File: src/rtl/serial_frame_extractor_assert.svh
// Assertion macros for the serial frame extractor.
`ifndef SERIAL_FRAME_EXTRACTOR_ASSERT_SVH
`define SERIAL_FRAME_EXTRACTOR_ASSERT_SVH
`ifndef NO_ASSERTIONS
// Same-cycle implication, sampled on clk_i, ignored while in reset
`define SFE_ASSERT_IMPLIES(lbl, ante, cons) \
  lbl: assert property (@(posedge clk_i) disable iff (!rst_ni) (ante) |-> (cons)) \
    else $error("serial_frame_extractor: check failed");
// Next-cycle implication, sampled on clk_i, ignored while in reset
`define SFE_ASSERT_NEXT(lbl, ante, cons) \
  lbl: assert property (@(posedge clk_i) disable iff (!rst_ni) (ante) |=> (cons)) \
    else $error("serial_frame_extractor: check failed");
`else
`define SFE_ASSERT_IMPLIES(lbl, ante, cons)
`define SFE_ASSERT_NEXT(lbl, ante, cons)
`endif
`endif

File: src/rtl/sfe_pkg.sv
// Shared types and constants of the serial frame extractor.
package sfe_pkg;

  // Input operation codes
  localparam logic OP_BYTE = 1'b0;
  localparam logic OP_TICK = 1'b1;

  // Configuration register indexes
  localparam logic [2:0] CFG_HDR_LO   = 3'd0;
  localparam logic [2:0] CFG_HDR_HI   = 3'd1;
  localparam logic [2:0] CFG_DELIM    = 3'd2;
  localparam logic [2:0] CFG_DCOUNT   = 3'd3;
  localparam logic [2:0] CFG_TBASE    = 3'd4;
  localparam logic [2:0] CFG_TPERBYTE = 3'd5;

  // Configuration reset values
  localparam logic [31:0] DELIM_RST    = 32'd10;
  localparam logic [2:0]  DCOUNT_RST   = 3'd1;
  localparam logic [15:0] TBASE_RST    = 16'd100;
  localparam logic [7:0]  TPERBYTE_RST = 8'd2;

  // Pattern byte marking a length nibble
  localparam logic [7:0] NIBBLE_MARK = 8'h0F;
  // Bytes held by the pattern registers
  localparam int PAT_BYTES = 9;
  // Longest delimiter sequence
  localparam int DELIM_MAX = 4;
  // Tick counter width: longest limit is 63 * 255 + 65535
  localparam int TICK_W = 17;

  typedef struct packed {
    logic       op;
    logic [7:0] rx_byte;
  } in_item_t;

  typedef struct packed {
    logic [7:0] frame_byte;
    logic       last;
    logic       framed_by_length;
    logic       empty_frame;
  } out_item_t;

  // Controller to datapath
  typedef struct packed {
    logic wr_byte;     // store byte, shift history, bump fill count
    logic hdr_take;    // valid header: clear buffer, maybe enter counted mode
    logic cnt_emit;    // counted frame complete: latch length, leave counted mode
    logic dlm_emit;    // delimiter frame complete: latch length, clear buffer
    logic emit_empty;  // load the empty-frame result
    logic tick_mul;    // latch expected length times per-byte ticks
    logic tick_upd;    // count a tick, drop frame on timeout
    logic rd_en;       // read buffer at readout index
    logic out_load;    // load result register from buffer data
    logic rd_next;     // advance readout index
  } dp_cmd_t;

  // Datapath to controller
  typedef struct packed {
    logic counted;
    logic fill_eq_exp;
    logic hdr_valid;
    logic delim_hit;
    logic delim_empty;
    logic out_last;
  } dp_status_t;

endpackage

File: src/rtl/sfe_ram.sv
// Generic single-write, single-read RAM with registered read data.
module sfe_ram #(
  parameter int WIDTH = 8,
  parameter int DEPTH = 64
) (
  input  logic                     clk_i,
  input  logic                     we_i,
  input  logic [$clog2(DEPTH)-1:0] waddr_i,
  input  logic [WIDTH-1:0]         wdata_i,
  input  logic                     re_i,
  input  logic [$clog2(DEPTH)-1:0] raddr_i,
  output logic [WIDTH-1:0]         rdata_o
);

  logic [WIDTH-1:0] mem_q [DEPTH];
  logic [WIDTH-1:0] rdata_q;

  // Write port
  always_ff @(posedge clk_i) begin
    if (we_i) begin
      mem_q[waddr_i] <= wdata_i;
    end
  end

  // Registered read port
  always_ff @(posedge clk_i) begin
    if (re_i) begin
      rdata_q <= mem_q[raddr_i];
    end
  end

  assign rdata_o = rdata_q;

endmodule

File: src/rtl/sfe_datapath.sv
// Datapath of the serial frame extractor: config, buffer, header and delimiter match.
module sfe_datapath #(
  parameter int BUFFER_BYTES = 64,
  parameter int HEADER_BYTES = 9
) (
  input  logic                  clk_i,
  input  logic                  rst_ni,
  input  logic                  cfg_we_i,
  input  logic [2:0]            cfg_index_i,
  input  logic [63:0]           cfg_data_i,
  input  logic [7:0]            rx_byte_i,
  input  sfe_pkg::dp_cmd_t      cmd_i,
  output sfe_pkg::dp_status_t   status_o,
  output sfe_pkg::out_item_t    out_o
);
  import sfe_pkg::*;

  localparam int AW = $clog2(BUFFER_BYTES);
  localparam int HIST_BYTES = (HEADER_BYTES > DELIM_MAX) ? HEADER_BYTES : DELIM_MAX;
  localparam int PW = AW + 8;

  // Configuration registers
  logic [63:0] hdr_lo_q;
  logic [7:0]  hdr_hi_q;
  logic [31:0] delim_q;
  logic [2:0]  dcount_q;
  logic [15:0] tbase_q;
  logic [7:0]  tper_q;

  // Frame control state
  logic [AW-1:0]     fill_q, fill_d;
  logic [AW-1:0]     exp_q, exp_d;
  logic [TICK_W-1:0] elapsed_q, elapsed_d;

  // Payload state
  logic [7:0]    hist_q [HIST_BYTES];
  logic [PW-1:0] prod_q;
  logic [AW-1:0] count_q;
  logic [AW-1:0] rd_idx_q;
  logic          by_len_q;
  out_item_t     out_q;

  logic [7:0]        ram_rdata;
  logic [7:0]        pat [PAT_BYTES];
  logic [7:0]        tail [DELIM_MAX];
  logic              hdr_match;
  logic [15:0]       hdr_len;
  logic              hdr_valid;
  logic              hdr_fits;
  logic [2:0]        dc;
  logic [1:0]        didx;
  logic              delim_match;
  logic              delim_hit;
  logic [AW-1:0]     start;
  logic [AW-1:0]     fill_inc;
  logic [TICK_W-1:0] elapsed_inc;
  logic [TICK_W-1:0] limit;
  logic              rd_last;

  // Configuration write decode
  always_ff @(posedge clk_i or negedge rst_ni) begin
    if (!rst_ni) begin
      hdr_lo_q <= '0;
      hdr_hi_q <= '0;
      delim_q  <= DELIM_RST;
      dcount_q <= DCOUNT_RST;
      tbase_q  <= TBASE_RST;
      tper_q   <= TPERBYTE_RST;
    end else if (cfg_we_i) begin
      unique case (cfg_index_i)
        CFG_HDR_LO:   hdr_lo_q <= cfg_data_i;
        CFG_HDR_HI:   hdr_hi_q <= cfg_data_i[7:0];
        CFG_DELIM:    delim_q  <= cfg_data_i[31:0];
        CFG_DCOUNT:   dcount_q <= cfg_data_i[2:0];
        CFG_TBASE:    tbase_q  <= cfg_data_i[15:0];
        CFG_TPERBYTE: tper_q   <= cfg_data_i[7:0];
        default: ;
      endcase
    end
  end

  // Frame buffer
  sfe_ram #(
    .WIDTH (8),
    .DEPTH (BUFFER_BYTES)
  ) u_buf (
    .clk_i   (clk_i),
    .we_i    (cmd_i.wr_byte),
    .waddr_i (fill_q),
    .wdata_i (rx_byte_i),
    .re_i    (cmd_i.rd_en),
    .raddr_i (rd_idx_q),
    .rdata_o (ram_rdata)
  );

  // Pattern bytes, byte 0 in the low bits of the low register
  always_comb begin
    for (int i = 0; i < PAT_BYTES - 1; i++) begin
      pat[i] = hdr_lo_q[8*i +: 8];
    end
    pat[PAT_BYTES-1] = hdr_hi_q;
  end

  // Header check over the last HEADER_BYTES bytes; hist_q[0] is the newest
  always_comb begin
    hdr_match = (hist_q[HEADER_BYTES-1] == pat[0]) &&
                (hist_q[0] == pat[HEADER_BYTES-1]);
    hdr_len   = '0;
    for (int i = 1; i < HEADER_BYTES - 1; i++) begin
      if (pat[i] == NIBBLE_MARK) begin
        if (hist_q[HEADER_BYTES-1-i] > NIBBLE_MARK) begin
          hdr_match = 1'b0;
        end
        hdr_len = {hdr_len[11:0], hist_q[HEADER_BYTES-1-i][3:0]};
      end else if (pat[i] != hist_q[HEADER_BYTES-1-i]) begin
        hdr_match = 1'b0;
      end
    end
  end

  assign hdr_valid = (fill_q >= AW'(HEADER_BYTES)) && hdr_match && (hdr_len != 16'd0);
  assign hdr_fits  = hdr_len < 16'(BUFFER_BYTES);

  // Delimiter check; out-of-range counts are clamped to 1..4
  always_comb begin
    if (dcount_q == 3'd0) begin
      dc = 3'd1;
    end else if (dcount_q > 3'(DELIM_MAX)) begin
      dc = 3'(DELIM_MAX);
    end else begin
      dc = dcount_q;
    end
    for (int i = 0; i < DELIM_MAX; i++) begin
      tail[i] = hist_q[i];
    end
    delim_match = 1'b1;
    didx        = '0;
    for (int i = 0; i < DELIM_MAX; i++) begin
      if (3'(i) < dc) begin
        didx = 2'(dc - 3'(i) - 3'd1);
        if (tail[didx] != delim_q[8*i +: 8]) begin
          delim_match = 1'b0;
        end
      end
    end
  end

  assign delim_hit = (fill_q >= AW'(dc)) && delim_match;
  assign start     = fill_q - AW'(dc);

  // Frame control next state
  assign fill_inc    = (fill_q == AW'(BUFFER_BYTES - 1)) ? '0 : fill_q + AW'(1);
  assign elapsed_inc = elapsed_q + TICK_W'(1);
  assign limit       = TICK_W'(prod_q) + TICK_W'(tbase_q);

  always_comb begin
    fill_d    = fill_q;
    exp_d     = exp_q;
    elapsed_d = elapsed_q;
    if (cmd_i.wr_byte) begin
      fill_d = fill_inc;
    end
    if (cmd_i.hdr_take) begin
      fill_d = '0;
      if (hdr_fits) begin
        exp_d     = hdr_len[AW-1:0];
        elapsed_d = '0;
      end
    end
    if (cmd_i.cnt_emit) begin
      fill_d    = '0;
      exp_d     = '0;
      elapsed_d = '0;
    end
    if (cmd_i.dlm_emit) begin
      fill_d = '0;
    end
    // Timeout drops the partial frame without a result
    if (cmd_i.tick_upd) begin
      if (elapsed_inc > limit) begin
        fill_d    = '0;
        exp_d     = '0;
        elapsed_d = '0;
      end else begin
        elapsed_d = elapsed_inc;
      end
    end
  end

  always_ff @(posedge clk_i or negedge rst_ni) begin
    if (!rst_ni) begin
      fill_q    <= '0;
      exp_q     <= '0;
      elapsed_q <= '0;
    end else begin
      fill_q    <= fill_d;
      exp_q     <= exp_d;
      elapsed_q <= elapsed_d;
    end
  end

  // Byte history, newest at index 0
  always_ff @(posedge clk_i) begin
    if (cmd_i.wr_byte) begin
      hist_q[0] <= rx_byte_i;
      for (int k = 1; k < HIST_BYTES; k++) begin
        hist_q[k] <= hist_q[k-1];
      end
    end
  end

  // Timeout product
  always_ff @(posedge clk_i) begin
    if (cmd_i.tick_mul) begin
      prod_q <= PW'(exp_q) * PW'(tper_q);
    end
  end

  // Readout counters and result register
  assign rd_last = (rd_idx_q + AW'(1)) == count_q;

  always_ff @(posedge clk_i) begin
    if (cmd_i.cnt_emit) begin
      count_q  <= fill_q;
      by_len_q <= 1'b1;
      rd_idx_q <= '0;
    end else if (cmd_i.dlm_emit) begin
      count_q  <= start;
      by_len_q <= 1'b0;
      rd_idx_q <= '0;
    end else if (cmd_i.rd_next) begin
      rd_idx_q <= rd_idx_q + AW'(1);
    end
    if (cmd_i.emit_empty) begin
      out_q.frame_byte       <= '0;
      out_q.last             <= 1'b1;
      out_q.framed_by_length <= 1'b0;
      out_q.empty_frame      <= 1'b1;
    end else if (cmd_i.out_load) begin
      out_q.frame_byte       <= ram_rdata;
      out_q.last             <= rd_last;
      out_q.framed_by_length <= by_len_q;
      out_q.empty_frame      <= 1'b0;
    end
  end

  assign out_o = out_q;

  // Status towards the controller
  assign status_o.counted     = exp_q != '0;
  assign status_o.fill_eq_exp = fill_q == exp_q;
  assign status_o.hdr_valid   = hdr_valid;
  assign status_o.delim_hit   = delim_hit;
  assign status_o.delim_empty = start == '0;
  assign status_o.out_last    = out_q.last;

endmodule

File: src/rtl/sfe_ctrl.sv
// Controller of the serial frame extractor: sequences bytes, ticks and frame readout.
module sfe_ctrl (
  input  logic                clk_i,
  input  logic                rst_ni,
  input  logic                in_valid_i,
  input  logic                in_op_i,
  input  logic                out_stall_i,
  input  sfe_pkg::dp_status_t status_i,
  output sfe_pkg::dp_cmd_t    cmd_o,
  output logic                in_stall_o,
  output logic                out_valid_o
);
  import sfe_pkg::*;

  typedef enum logic [2:0] {
    S_IDLE,
    S_BYTE,
    S_TICK_UPD,
    S_EMIT_RD,
    S_EMIT_LD,
    S_OUT
  } state_e;

  state_e state_q, state_d;
  logic   in_stall_q;
  logic   out_valid_q;

  // Next state and datapath commands
  always_comb begin
    state_d = state_q;
    cmd_o   = '0;
    unique case (state_q)
      S_IDLE: begin
        if (in_valid_i) begin
          if (in_op_i == OP_BYTE) begin
            cmd_o.wr_byte = 1'b1;
            state_d       = S_BYTE;
          end else if (status_i.counted) begin
            cmd_o.tick_mul = 1'b1;
            state_d        = S_TICK_UPD;
          end
        end
      end
      S_BYTE: begin
        state_d = S_IDLE;
        if (status_i.counted) begin
          if (status_i.fill_eq_exp) begin
            cmd_o.cnt_emit = 1'b1;
            state_d        = S_EMIT_RD;
          end
        end else if (status_i.hdr_valid) begin
          cmd_o.hdr_take = 1'b1;
        end else if (status_i.delim_hit) begin
          cmd_o.dlm_emit = 1'b1;
          if (status_i.delim_empty) begin
            cmd_o.emit_empty = 1'b1;
            state_d          = S_OUT;
          end else begin
            state_d = S_EMIT_RD;
          end
        end
      end
      S_TICK_UPD: begin
        cmd_o.tick_upd = 1'b1;
        state_d        = S_IDLE;
      end
      S_EMIT_RD: begin
        cmd_o.rd_en = 1'b1;
        state_d     = S_EMIT_LD;
      end
      S_EMIT_LD: begin
        cmd_o.out_load = 1'b1;
        state_d        = S_OUT;
      end
      S_OUT: begin
        if (!out_stall_i) begin
          if (status_i.out_last) begin
            state_d = S_IDLE;
          end else begin
            cmd_o.rd_next = 1'b1;
            state_d       = S_EMIT_RD;
          end
        end
      end
      default: state_d = S_IDLE;
    endcase
  end

  // State and registered handshake outputs
  always_ff @(posedge clk_i or negedge rst_ni) begin
    if (!rst_ni) begin
      state_q     <= S_IDLE;
      in_stall_q  <= 1'b0;
      out_valid_q <= 1'b0;
    end else begin
      state_q     <= state_d;
      in_stall_q  <= state_d != S_IDLE;
      out_valid_q <= state_d == S_OUT;
    end
  end

  assign in_stall_o  = in_stall_q;
  assign out_valid_o = out_valid_q;

endmodule

File: src/rtl/serial_frame_extractor.sv
// Top level of the serial frame extractor.
`include "serial_frame_extractor_assert.svh"

// Splits received serial bytes into frames, either by a length header matched against
// the header pattern (counted mode, with a tick timeout) or by a trailing delimiter.
// A received byte is first stored and then checked against header and delimiter. A
// tick in counted mode is handled by a multiply and then an add and compare; outside
// counted mode it changes nothing. When a frame completes, it is read out of the
// single-port-read buffer RAM byte by byte (read, register, hand over), waiting while
// the output is stalled; the input is held off until the last byte is handed over.
// An empty delimiter frame gives one result with empty_frame set. Configuration
// writes are always taken and must only be made while the block is idle.
module serial_frame_extractor #(
  parameter int BUFFER_BYTES = 64,
  parameter int HEADER_BYTES = 9
) (
  input  logic               clk_i,
  input  logic               rst_ni,
  input  logic               in_valid_i,
  output logic               in_stall_o,
  input  sfe_pkg::in_item_t  in_i,
  output logic               out_valid_o,
  input  logic               out_stall_i,
  output sfe_pkg::out_item_t out_o,
  input  logic               cfg_valid_i,
  output logic               cfg_ready_o,
  input  logic [2:0]         cfg_index_i,
  input  logic [63:0]        cfg_data_i
);
  import sfe_pkg::*;

  dp_cmd_t    cmd;
  dp_status_t status;

  assign cfg_ready_o = 1'b1;

  // Controller
  sfe_ctrl u_ctrl (
    .clk_i       (clk_i),
    .rst_ni      (rst_ni),
    .in_valid_i  (in_valid_i),
    .in_op_i     (in_i.op),
    .out_stall_i (out_stall_i),
    .status_i    (status),
    .cmd_o       (cmd),
    .in_stall_o  (in_stall_o),
    .out_valid_o (out_valid_o)
  );

  // Datapath
  sfe_datapath #(
    .BUFFER_BYTES (BUFFER_BYTES),
    .HEADER_BYTES (HEADER_BYTES)
  ) u_dp (
    .clk_i       (clk_i),
    .rst_ni      (rst_ni),
    .cfg_we_i    (cfg_valid_i && cfg_ready_o),
    .cfg_index_i (cfg_index_i),
    .cfg_data_i  (cfg_data_i),
    .rx_byte_i   (in_i.rx_byte),
    .cmd_i       (cmd),
    .status_o    (status),
    .out_o       (out_o)
  );

  // A stored byte is always checked before the next transaction is taken
  `SFE_ASSERT_NEXT(a_byte_then_busy, in_valid_i && !in_stall_o && (in_i.op == OP_BYTE), in_stall_o)
  // Input is held off for the whole readout
  `SFE_ASSERT_IMPLIES(a_out_blocks_in, out_valid_o, in_stall_o)
  // An empty frame is a single delimiter result
  `SFE_ASSERT_IMPLIES(a_empty_is_last, out_valid_o && out_o.empty_frame, out_o.last && !out_o.framed_by_length)
  // Handing over the last byte ends the readout
  `SFE_ASSERT_NEXT(a_last_ends_frame, out_valid_o && !out_stall_i && out_o.last, !out_valid_o)

endmodule
File: config.mk
export PLATFORM = sky130hd
export DESIGN_NAME = serial_frame_extractor
export DESIGN_NICKNAME = d
export VERILOG_FILES = /design/src/rtl/sfe_pkg.sv /design/src/rtl/sfe_ram.sv /design/src/rtl/sfe_datapath.sv /design/src/rtl/sfe_ctrl.sv /design/src/rtl/serial_frame_extractor.sv
export VERILOG_INCLUDE_DIRS = /design/src /design/src/rtl
export SDC_FILE = /design/constraint.sdc
export NUM_CORES = 1
export LEC_CHECK = 0
export BUFFER_PORTS_ARGS = -buffer_cell sky130_fd_sc_hd__buf_2
export CAP_MARGIN = 20
export CORE_UTILIZATION = 45
export CTS_BUF_LIST = sky130_fd_sc_hd__clkbuf_2 sky130_fd_sc_hd__clkbuf_4 sky130_fd_sc_hd__clkbuf_8
export CTS_CLUSTER_SIZE = 14
export DETAILED_ROUTE_END_ITERATION = 10
export PLACE_DENSITY_LB_ADDON = 0.15
export SYNTH_ARGS = -nofsm -noshare
export SYNTH_HDL_FRONTEND = slang
export SYNTH_SLANG_ARGS = --single-unit
File: constraint.sdc
create_clock -name clk_i -period 5.1 [get_ports clk_i]
set_clock_uncertainty 0.2 [all_clocks]
set_input_delay 1.02 -clock clk_i [delete_from_list [all_inputs] [get_ports clk_i]]
set_output_delay 1.02 -clock clk_i [all_outputs]
set_load 0.005 [all_outputs]
==> results.sh, run 1 <==
export IMPL_finalHoldViolations=0
export IMPL_placed_cells=3426
export IMPL_status="finished clean"
export IMPL_power_density_nw_per_um2=437
export IMPL_cts_sinks=795
export IMPL_synth_top_area_frac=0.505
export IMPL_numPortBuffers=93
export IMPL_fmax_mhz=208
export IMPL_insertion_delay_ps=790
export IMPL_initial_utilization=0.457
export IMPL_fillers=6518
export IMPL_firstDrtPassIters=5
export IMPL_drt_initial_drc_count=1944
export IMPL_synth_top_cell_by_area="edfxtp_1"
export IMPL_p_seq_frac=0.454
export IMPL_grt_pass1_vias=21902
export IMPL_hold_worst_slack_ps=124
export IMPL_p_leak_nw=14.6
export IMPL_cts_tree="done"
export IMPL_track_usage=0.229
export IMPL_fp_row_count=103
export IMPL_comb_power_share=0.221
export IMPL_postSynthAreaPerCell_um2=15.7
export IMPL_syn_area_um2=36400
export IMPL_grt_start_max_net_pins=93
export IMPL_fin_crit_ps=4800
export IMPL_utilization=0.518
export IMPL_grt_ovfl_total=0
export IMPL_syn_to_final_growth_pct=13.3
export IMPL_multi_input_area_um2=12900
export IMPL_core_area_um2=79500
export IMPL_cts_max_level=4
export IMPL_yosys_top_cells_area="edfxtp_1 (51%), mux4_2 (11%), dfrtp_1 (11%), mux2_2 (4.1%), xnor2_1 (2.8%)"
export IMPL_slew_violations=0
export IMPL_critPathCaptureType="flop"
export IMPL_place_hpwl_um=60600
export IMPL_path_clk_slew_ps=60
export IMPL_drc=0
export IMPL_vias=21397
export IMPL_ctsLongestPathBuffers=3
export IMPL_reg2reg_depth=21
export IMPL_drive_above_1_share=0.292
export IMPL_required_ps=5600
export IMPL_ys_types=93
export IMPL_antenna_found_initial=2
export IMPL_ys_warnings_count=0
export IMPL_relSlewSlack=0.290
export IMPL_setup_viol=0
export IMPL_cts_buffers=137
export IMPL_timing_setup_tns_ps=0
export IMPL_worstPathArrival_ps=5300
export IMPL_hp_class="primary input to async pin"
export IMPL_max_cap_viol_count=0
export IMPL_stdcell_count=3676
export IMPL_ys_ff_latch=795
export IMPL_power_switching_mw=5.28
export IMPL_die_width_um=286
export IMPL_dieArea_um2=81900
export IMPL_gp_congestion=0.860
export IMPL_finalCritPeriodShare=0.941
export IMPL_synth_cells=2319
export IMPL_die_h_um=286
export IMPL_cts_root_buf="clkbuf_8"
export IMPL_start_kind="flop"
export IMPL_internal_power_mw=12.7
export IMPL_synth_edff_count=612
export IMPL_wire_per_inst_um=25.0
export IMPL_wl_um=92000
export IMPL_critPathKind="flop to flop"
export IMPL_seq_area_um2=22900
export IMPL_syn_nets=2488
export IMPL_p_sw_frac=0.294
export IMPL_ant_nets=0
export IMPL_worstMarginPinSlew_ps=1070
export IMPL_ir_worst_vdd_uv=298
export IMPL_cp_max_fo=4
export IMPL_async_flop_share=0.208
export IMPL_pin_count=95
export IMPL_p_clk_frac=0.325
export IMPL_synth_flop_cell="edfxtp_1"
export IMPL_grt_pass1_wl_um=139000
export IMPL_ctsHoldBuffers=0
export IMPL_ys_seq_area_frac=0.629
export IMPL_nets=2687
export IMPL_vias_per_cell=5.82
==> cell usage after synthesis (13+ instances only) <==
cell type and n:
a211oi_1 19, a21oi_1 57, a31oi_1 13, and2_1 23, and3_1 15, and4_1 14
buf_1 15, clkbuf_1 80, dfrtp_1 158, dfxtp_1 18, edfxtp_1 612, fa_1 27
ha_1 61, inv_1 40, mux2_2 131, mux2i_1 16, mux4_2 176, nand2_1 141
nand3_1 59, nand4_1 50, nor2_1 120, nor2b_1 27, nor3_1 25, nor4_1 22
o211ai_1 25, o21a_1 13, o21ai_0 30, or2_2 14, xnor2_1 117, xor2_1 33
==> worst max-delay path, stage by stage, from the launching register on <==
cell      delay [ps]
edfxtp_1         370
ha_1             230
fa_1             400
a21o_1           180
a21oi_2          180
o21bai_1         110
a21oi_2          180
o21bai_1          90
a21oi_2          200
o211ai_1         150
a31o_2           250
a21oi_1          220
xor2_1           180
ha_1             260
a21o_1           160
a21o_1           170
a21oi_1          130
o21ai_0          170
o211ai_1         300
o21ai_2          160
nor3_2           220
a21boi_1         200
==> cells by family after synthesis <==
kind of cell	Yosys count	synth area share
buffers and inverters	153	0.0164
multiplexers	323	0.154
AO/OA/AOI/OAI	237	0.0462
adder cells (fa/ha/maj)	89	0.0361
XOR/XNOR	150	0.0361
flip-flops	795	0.629
other	1	0.000103
AND/OR/NAND/NOR	571	0.0819
==> metrics by stage <==
step | setup WS [ps] | power [mW] | cell area, µm²
detailed placement | -135 | 12.3 | 38300
global placement | 69.0 | 12.3 | 38300
CTS | 5.31 | 18.2 | 41100
finish | 300 | 18.0 | 41200
global route | -1.41 | 18.8 | 41200
floorplan | 568 | 10.9 | 36400
==> per-layer routing <==
layer  routed length, µm  vias up  GRT usage  part of all wire
li1                    -     9458          -                 -
met1               40100    11094      0.318              0.44
met2               44500      691      0.367              0.48
met3                5060      154     0.0378             0.055
met4                2350        0     0.0771             0.026
met5                   0        -          0                 0
==> power groups by stage <==
stage / logic (mW) / clock network [mW] / registers (mW)
floorplan: 3.05 / 0 / 7.83
global placement: 3.97 / 0 / 8.29
detailed placement: 4.02 / 0 / 8.31
CTS: 4.04 / 5.99 / 8.18
global route: 4.28 / 6.27 / 8.24
finish: 3.97 / 5.84 / 8.17
==> cells in the final DEF (no fill, tap or decap), types with 19 or more instances in the layout <==
master / n
o211ai_1: 25
inv_1: 39
o21ai_0: 28
xnor2_1: 117
fa_1: 27
clkinv_2: 19
nor3_1: 23
nor4_1: 22
mux4_2: 176
nand3_1: 59
ha_1: 61
nor2_1: 119
edfxtp_1: 612
nand4_1: 50
clkbuf_4: 38
buf_4: 69
buf_2: 93
a21oi_1: 54
xor2_1: 33
clkbuf_8: 150
and2_1: 23
nand2_1: 141
dfrtp_1: 158
clkinv_1: 24
mux2_2: 131
nor2b_1: 27
a211oi_1: 19
==> area by class of cell <==
type / count / area share
well taps: 1050 / 0.0319
clock buffers: 188 / 0.0571
multi-input cells: 1371 / 0.314
clock inverters: 57 / 0.0105
inverters: 45 / 0.00413
diodes: 2 / 0.000122
flip-flops and latches: 795 / 0.556
repair buffers: 168 / 0.0266
==> flip-flops by register name (all words and copies together) (netlist names) <==
register and flops:
u_dp.tper_q 8, u_ctrl.state_q 3, u_dp.hdr_hi_q 8, u_dp.hdr_lo_q 64, u_dp.elapsed_q 17, u_dp.fill_q 6
u_dp.count_q 6, u_dp.u_buf.mem_q 512, u_dp.dcount_q 3, u_dp.exp_q 6, u_dp.prod_q 14, u_dp.tbase_q 16
u_ctrl.out_valid_o 1, u_dp.delim_q 32, u_dp.u_buf.rdata_o 8, u_dp.rd_idx_q 6, u_dp.out_o 11, u_ctrl.in_stall_o 1
u_dp.by_len_q 1, u_dp.hist_q 72
==> final timing paths <==
kind,from,end,slack [ps]
worst max register to register,u_dp.prod_q[0],u_dp.fill_q[1],300
min in group clk_i,u_dp.out_o[0],u_dp.out_o[0],270
worst min register to register,u_dp.out_o[0],u_dp.out_o[0],270
max in group asynchronous,rst_ni,u_dp.hdr_lo_q[63],3550
worst min-delay path,rst_ni,u_dp.elapsed_q[2],120
worst max-delay path,u_dp.prod_q[0],u_dp.fill_q[1],300
==> what timing repair did <==
action,CTS,global route
endpoints found under the hold margin,0,0
pin swaps,0,2
gates resized for setup,2,5
setup endpoints to repair,6,12
buffers inserted,0,1
Power figures use the tool's default switching activity.
==> run 2: changes to the inputs <==
--- a/config.mk
+++ b/config.mk
@@ -15,4 +15,5 @@
 export PLACE_DENSITY_LB_ADDON = 0.15
 export SYNTH_ARGS = -nofsm -noshare
 export SYNTH_HDL_FRONTEND = slang
+export SYNTH_HIERARCHICAL = 1
 export SYNTH_SLANG_ARGS = --single-unit
==> run 2 against run 1 <==
Effect of this change:
- final area decreased by 0.23%
- largest cell class unchanged
- wire length is 3.4% lower
- sequential cell count is the same
- critical path type unchanged
- die area is 0.18% higher
==> results.sh, run 2 <==
export IMPL_status="finished clean"
export IMPL_startpoint="u_dp/tbase_q[0]"
export IMPL_drc=0
export IMPL_pin_count=95
export IMPL_synth_flop_cell="edfxtp_1"
export IMPL_critPathKind="flop to flop"
export IMPL_cp_slowest_stage_delay_ps=400
export IMPL_setup_slack_ps=314
export IMPL_ys_seq_area_frac=0.628
export IMPL_final_common_cell="edfxtp_1"
export IMPL_power_density_nw_per_um2=435
export IMPL_synth_top_cell_by_area="edfxtp_1"
export IMPL_fillers=6608
export IMPL_antenna_found_initial=2
export IMPL_reg2reg_depth=22
export IMPL_die_h_um=287
export IMPL_finalHoldViolations=0
export IMPL_numPortBuffers=93
export IMPL_drt_initial_drc_count=1900
export IMPL_ctsLongestPathBuffers=3
export IMPL_async_flop_share=0.208
export IMPL_critPathCaptureType="flop"
export IMPL_utilization=0.517
export IMPL_synth_most_common_cell="edfxtp_1"
export IMPL_track_usage=0.221
export IMPL_critical_path_cell_chain="ha_1 > fa_1 > a21o_1 > a21oi_2 > o21bai_1 > a21o_1 > a21oi_2 > o211ai_1 > a31o_2 > a21oi_2 > xor2_1 > ha_1 > a21o_1 > a21o_1 > a21oi_2 > nand2_1 > o41ai_1 > a31oi_1 > a31oi_2 > buf_2 > nand2_1 > mux2i_1"
export IMPL_regToRegSetupSlack_ps=310
export IMPL_synth_cells=2423
export IMPL_dieArea_um2=82100
export IMPL_start_kind="flop"
export IMPL_worst_path_stages=22
export IMPL_nets=2766
export IMPL_ys_warnings_count=6
export IMPL_netlist_top_cells_count="edfxtp_1 (612), nand2_1 (162), dfrtp_1 (158), mux2_2 (145), nor2_1 (140)"
export IMPL_hold_worst_slack_ps=52.5
export IMPL_dp_slack_ps=150
export IMPL_layout_common_cells="edfxtp_1 (612), nand2_1 (162), dfrtp_1 (158), clkbuf_8 (151), mux2_2 (145)"
export IMPL_synth_edff_count=612
export IMPL_setup_viol=0
export IMPL_max_cap_viol_count=0
export IMPL_cts_root_buf="clkbuf_8"
export IMPL_synth_top_area_frac=0.505
export IMPL_relSlewSlack=0.290
export IMPL_grt_start_max_net_pins=94
export IMPL_finalCritPeriodShare=0.938
export IMPL_ys_types=88
export IMPL_vias_per_cell=5.75
export IMPL_ir_worst_vdd_uv=264
export IMPL_yosys_top_cells_area="edfxtp_1 (50%), dfrtp_1 (11%), mux4_2 (7.8%), mux2_2 (4.5%), xnor2_1 (2.7%)"
export IMPL_ctsHoldBuffers=0
export IMPL_grt_pass1_wl_um=136000
export IMPL_cp_slowest_cell="fa_1"
export IMPL_r2r_start="u_dp/tbase_q[0]"
export IMPL_ant_nets=0
export IMPL_syn_to_final_growth_pct=12.8
export IMPL_fmax_mhz=209
export IMPL_r2r_end="u_dp/exp_q[4]"
export IMPL_cts_sinks=795
export IMPL_ys_ff_latch=795
export IMPL_fin_crit_ps=4790
export IMPL_grt_ovfl_total=0
export IMPL_worstSetupEndpoint="u_dp/exp_q[4]"
export IMPL_fp_row_count=103
export IMPL_place_hpwl_um=58600
export IMPL_top_regs="u_dp/u_buf/mem_q: 512 flops, u_dp/hist_q: 72 flops, u_dp/hdr_lo_q: 64 flops"
export IMPL_wl_um=88800
export IMPL_path_clk_slew_ps=50
export IMPL_cts_max_level=4
export IMPL_largest_register="u_dp/u_buf/mem_q"
export IMPL_core_area_um2=79500
export IMPL_slew_violations=0
export IMPL_gp_congestion=0.863
export IMPL_cp_max_fo=5
export IMPL_die_width_um=287
export IMPL_grt_pass1_vias=22120
export IMPL_hp_class="primary input to async pin"
export IMPL_placed_cells=3503
export IMPL_stdcell_count=3758
export IMPL_p_leak_nw=14.5
export IMPL_cts_buffers=138
export IMPL_path_buf_inv=1
export IMPL_drive_above_1_share=0.260
export IMPL_postSynthAreaPerCell_um2=15.0
export IMPL_crit_family="compound AO/OA/AOI/OAI gates"
export IMPL_worstPathArrival_ps=5270
export IMPL_syn_nets=2592
export IMPL_insertion_delay_ps=800
export IMPL_largest_reg_flops=512
export IMPL_syn_area_um2=36400
export IMPL_worstMarginPinSlew_ps=1070
export IMPL_wire_per_inst_um=23.6
export IMPL_cts_tree="done"
export IMPL_initial_utilization=0.458
export IMPL_vias=21590
export IMPL_firstDrtPassIters=5
export IMPL_required_ps=5580
==> run 2: changes by cell type after synthesis, sizes merged, moves of 14 or more <==
cell | previous run | this run
nor2 | 124 | 141
mux2i | 16 | 44
and2 | 23 | 67
mux4 | 176 | 126
xor2 | 33 | 52
a31oi | 14 | 40
a21oi | 57 | 40
o211ai | 25 | 7
nand2 | 141 | 162
mux2 | 131 | 145
buf | 28 | 52
nand3 | 59 | 34
a211oi | 21 | 39
==> run 2: cell type report <==
type	count	area, µm²	share of cell area
timing repair buffer	156	1030	0.0252
antenna	1	2.50	0.0000609
clock inverter	50	404	0.00984
multi-input combinational	1450	12800	0.311
clock buffer	200	2450	0.0595
sequential	795	22900	0.557
inverter	56	210	0.00512
tap	1050	1310	0.0320
==> run 2: repair_timing <==
item	in CTS	in global routing
buffers inserted	0	0
setup endpoints to repair	0	29
gates resized for setup	0	8
==> run 2: metal layers <==
layer | vias up | global-route usage | wire length, µm
met5 | - | 0 | 0
met4 | 0 | 0.0693 | 1970
met3 | 137 | 0.0430 | 5300
met2 | 708 | 0.338 | 41000
met1 | 11060 | 0.318 | 40600
li1 | 9685 | - | -
==> run 2: worst min path at each step <==
stage	cells past startpoint	startpoint	end	slack, ps
2_1_floorplan	0	u_dp/hist_q[0][19]	u_dp/hist_q[0][27]	220
3_3_place_gp	1	u_dp/out_o[0]	u_dp/out_o[0]	260
3_5_place_dp	1	u_dp/out_o[0]	u_dp/out_o[0]	250
4_1_cts	1	rst_ni	u_dp/hdr_lo_q[23]	6
5_1_grt	1	rst_ni	u_dp/delim_q[25]	70
6_report	1	rst_ni	u_dp/delim_q[25]	50
==> run 2: cells by family after synthesis <==
family,share of synthesized area
mux,0.135
buf+inv,0.0232
fa+ha+maj,0.0358
compound gates,0.0565
other cells,0.000103
simple gates,0.0820
xor+xnor,0.0397
flops,0.628
==> run 2: power by group <==
part / internal, mW / leakage (nW) / switching, mW
registers: 7.46 / 7.73 / 0.686
clock network: 3.27 / 1.50 / 2.61
logic: 1.87 / 5.31 / 1.97
total: 12.6 / 14.5 / 5.26
==> run 2: worst reg2reg max path, delay by kind of cell (launching register included) <==
| family | cells | cell delay, ps |
|---|---|---|
| flops | 1 | 380 |
| mux | 1 | 140 |
| xor+xnor | 1 | 180 |
| simple gates | 2 | 150 |
| compound gates | 14 | 2520 |
| buf+inv | 1 | 220 |
| fa+ha+maj | 3 | 890 |
==> run 2: metrics by stage <==
| stage | instance area [µm²] | TNS [ps] | total power [mW] |
|---|---|---|---|
| 2_1_floorplan | 36400 | 0 | 10.9 |
| 3_3_place_gp | 38200 | 0 | 12.0 |
| 3_5_place_dp | 38200 | 0 | 12.1 |
| 4_1_cts | 41000 | 0 | 18.1 |
| 5_1_grt | 41100 | -33.9 | 18.7 |
| 6_report | 41100 | 0 | 17.9 |
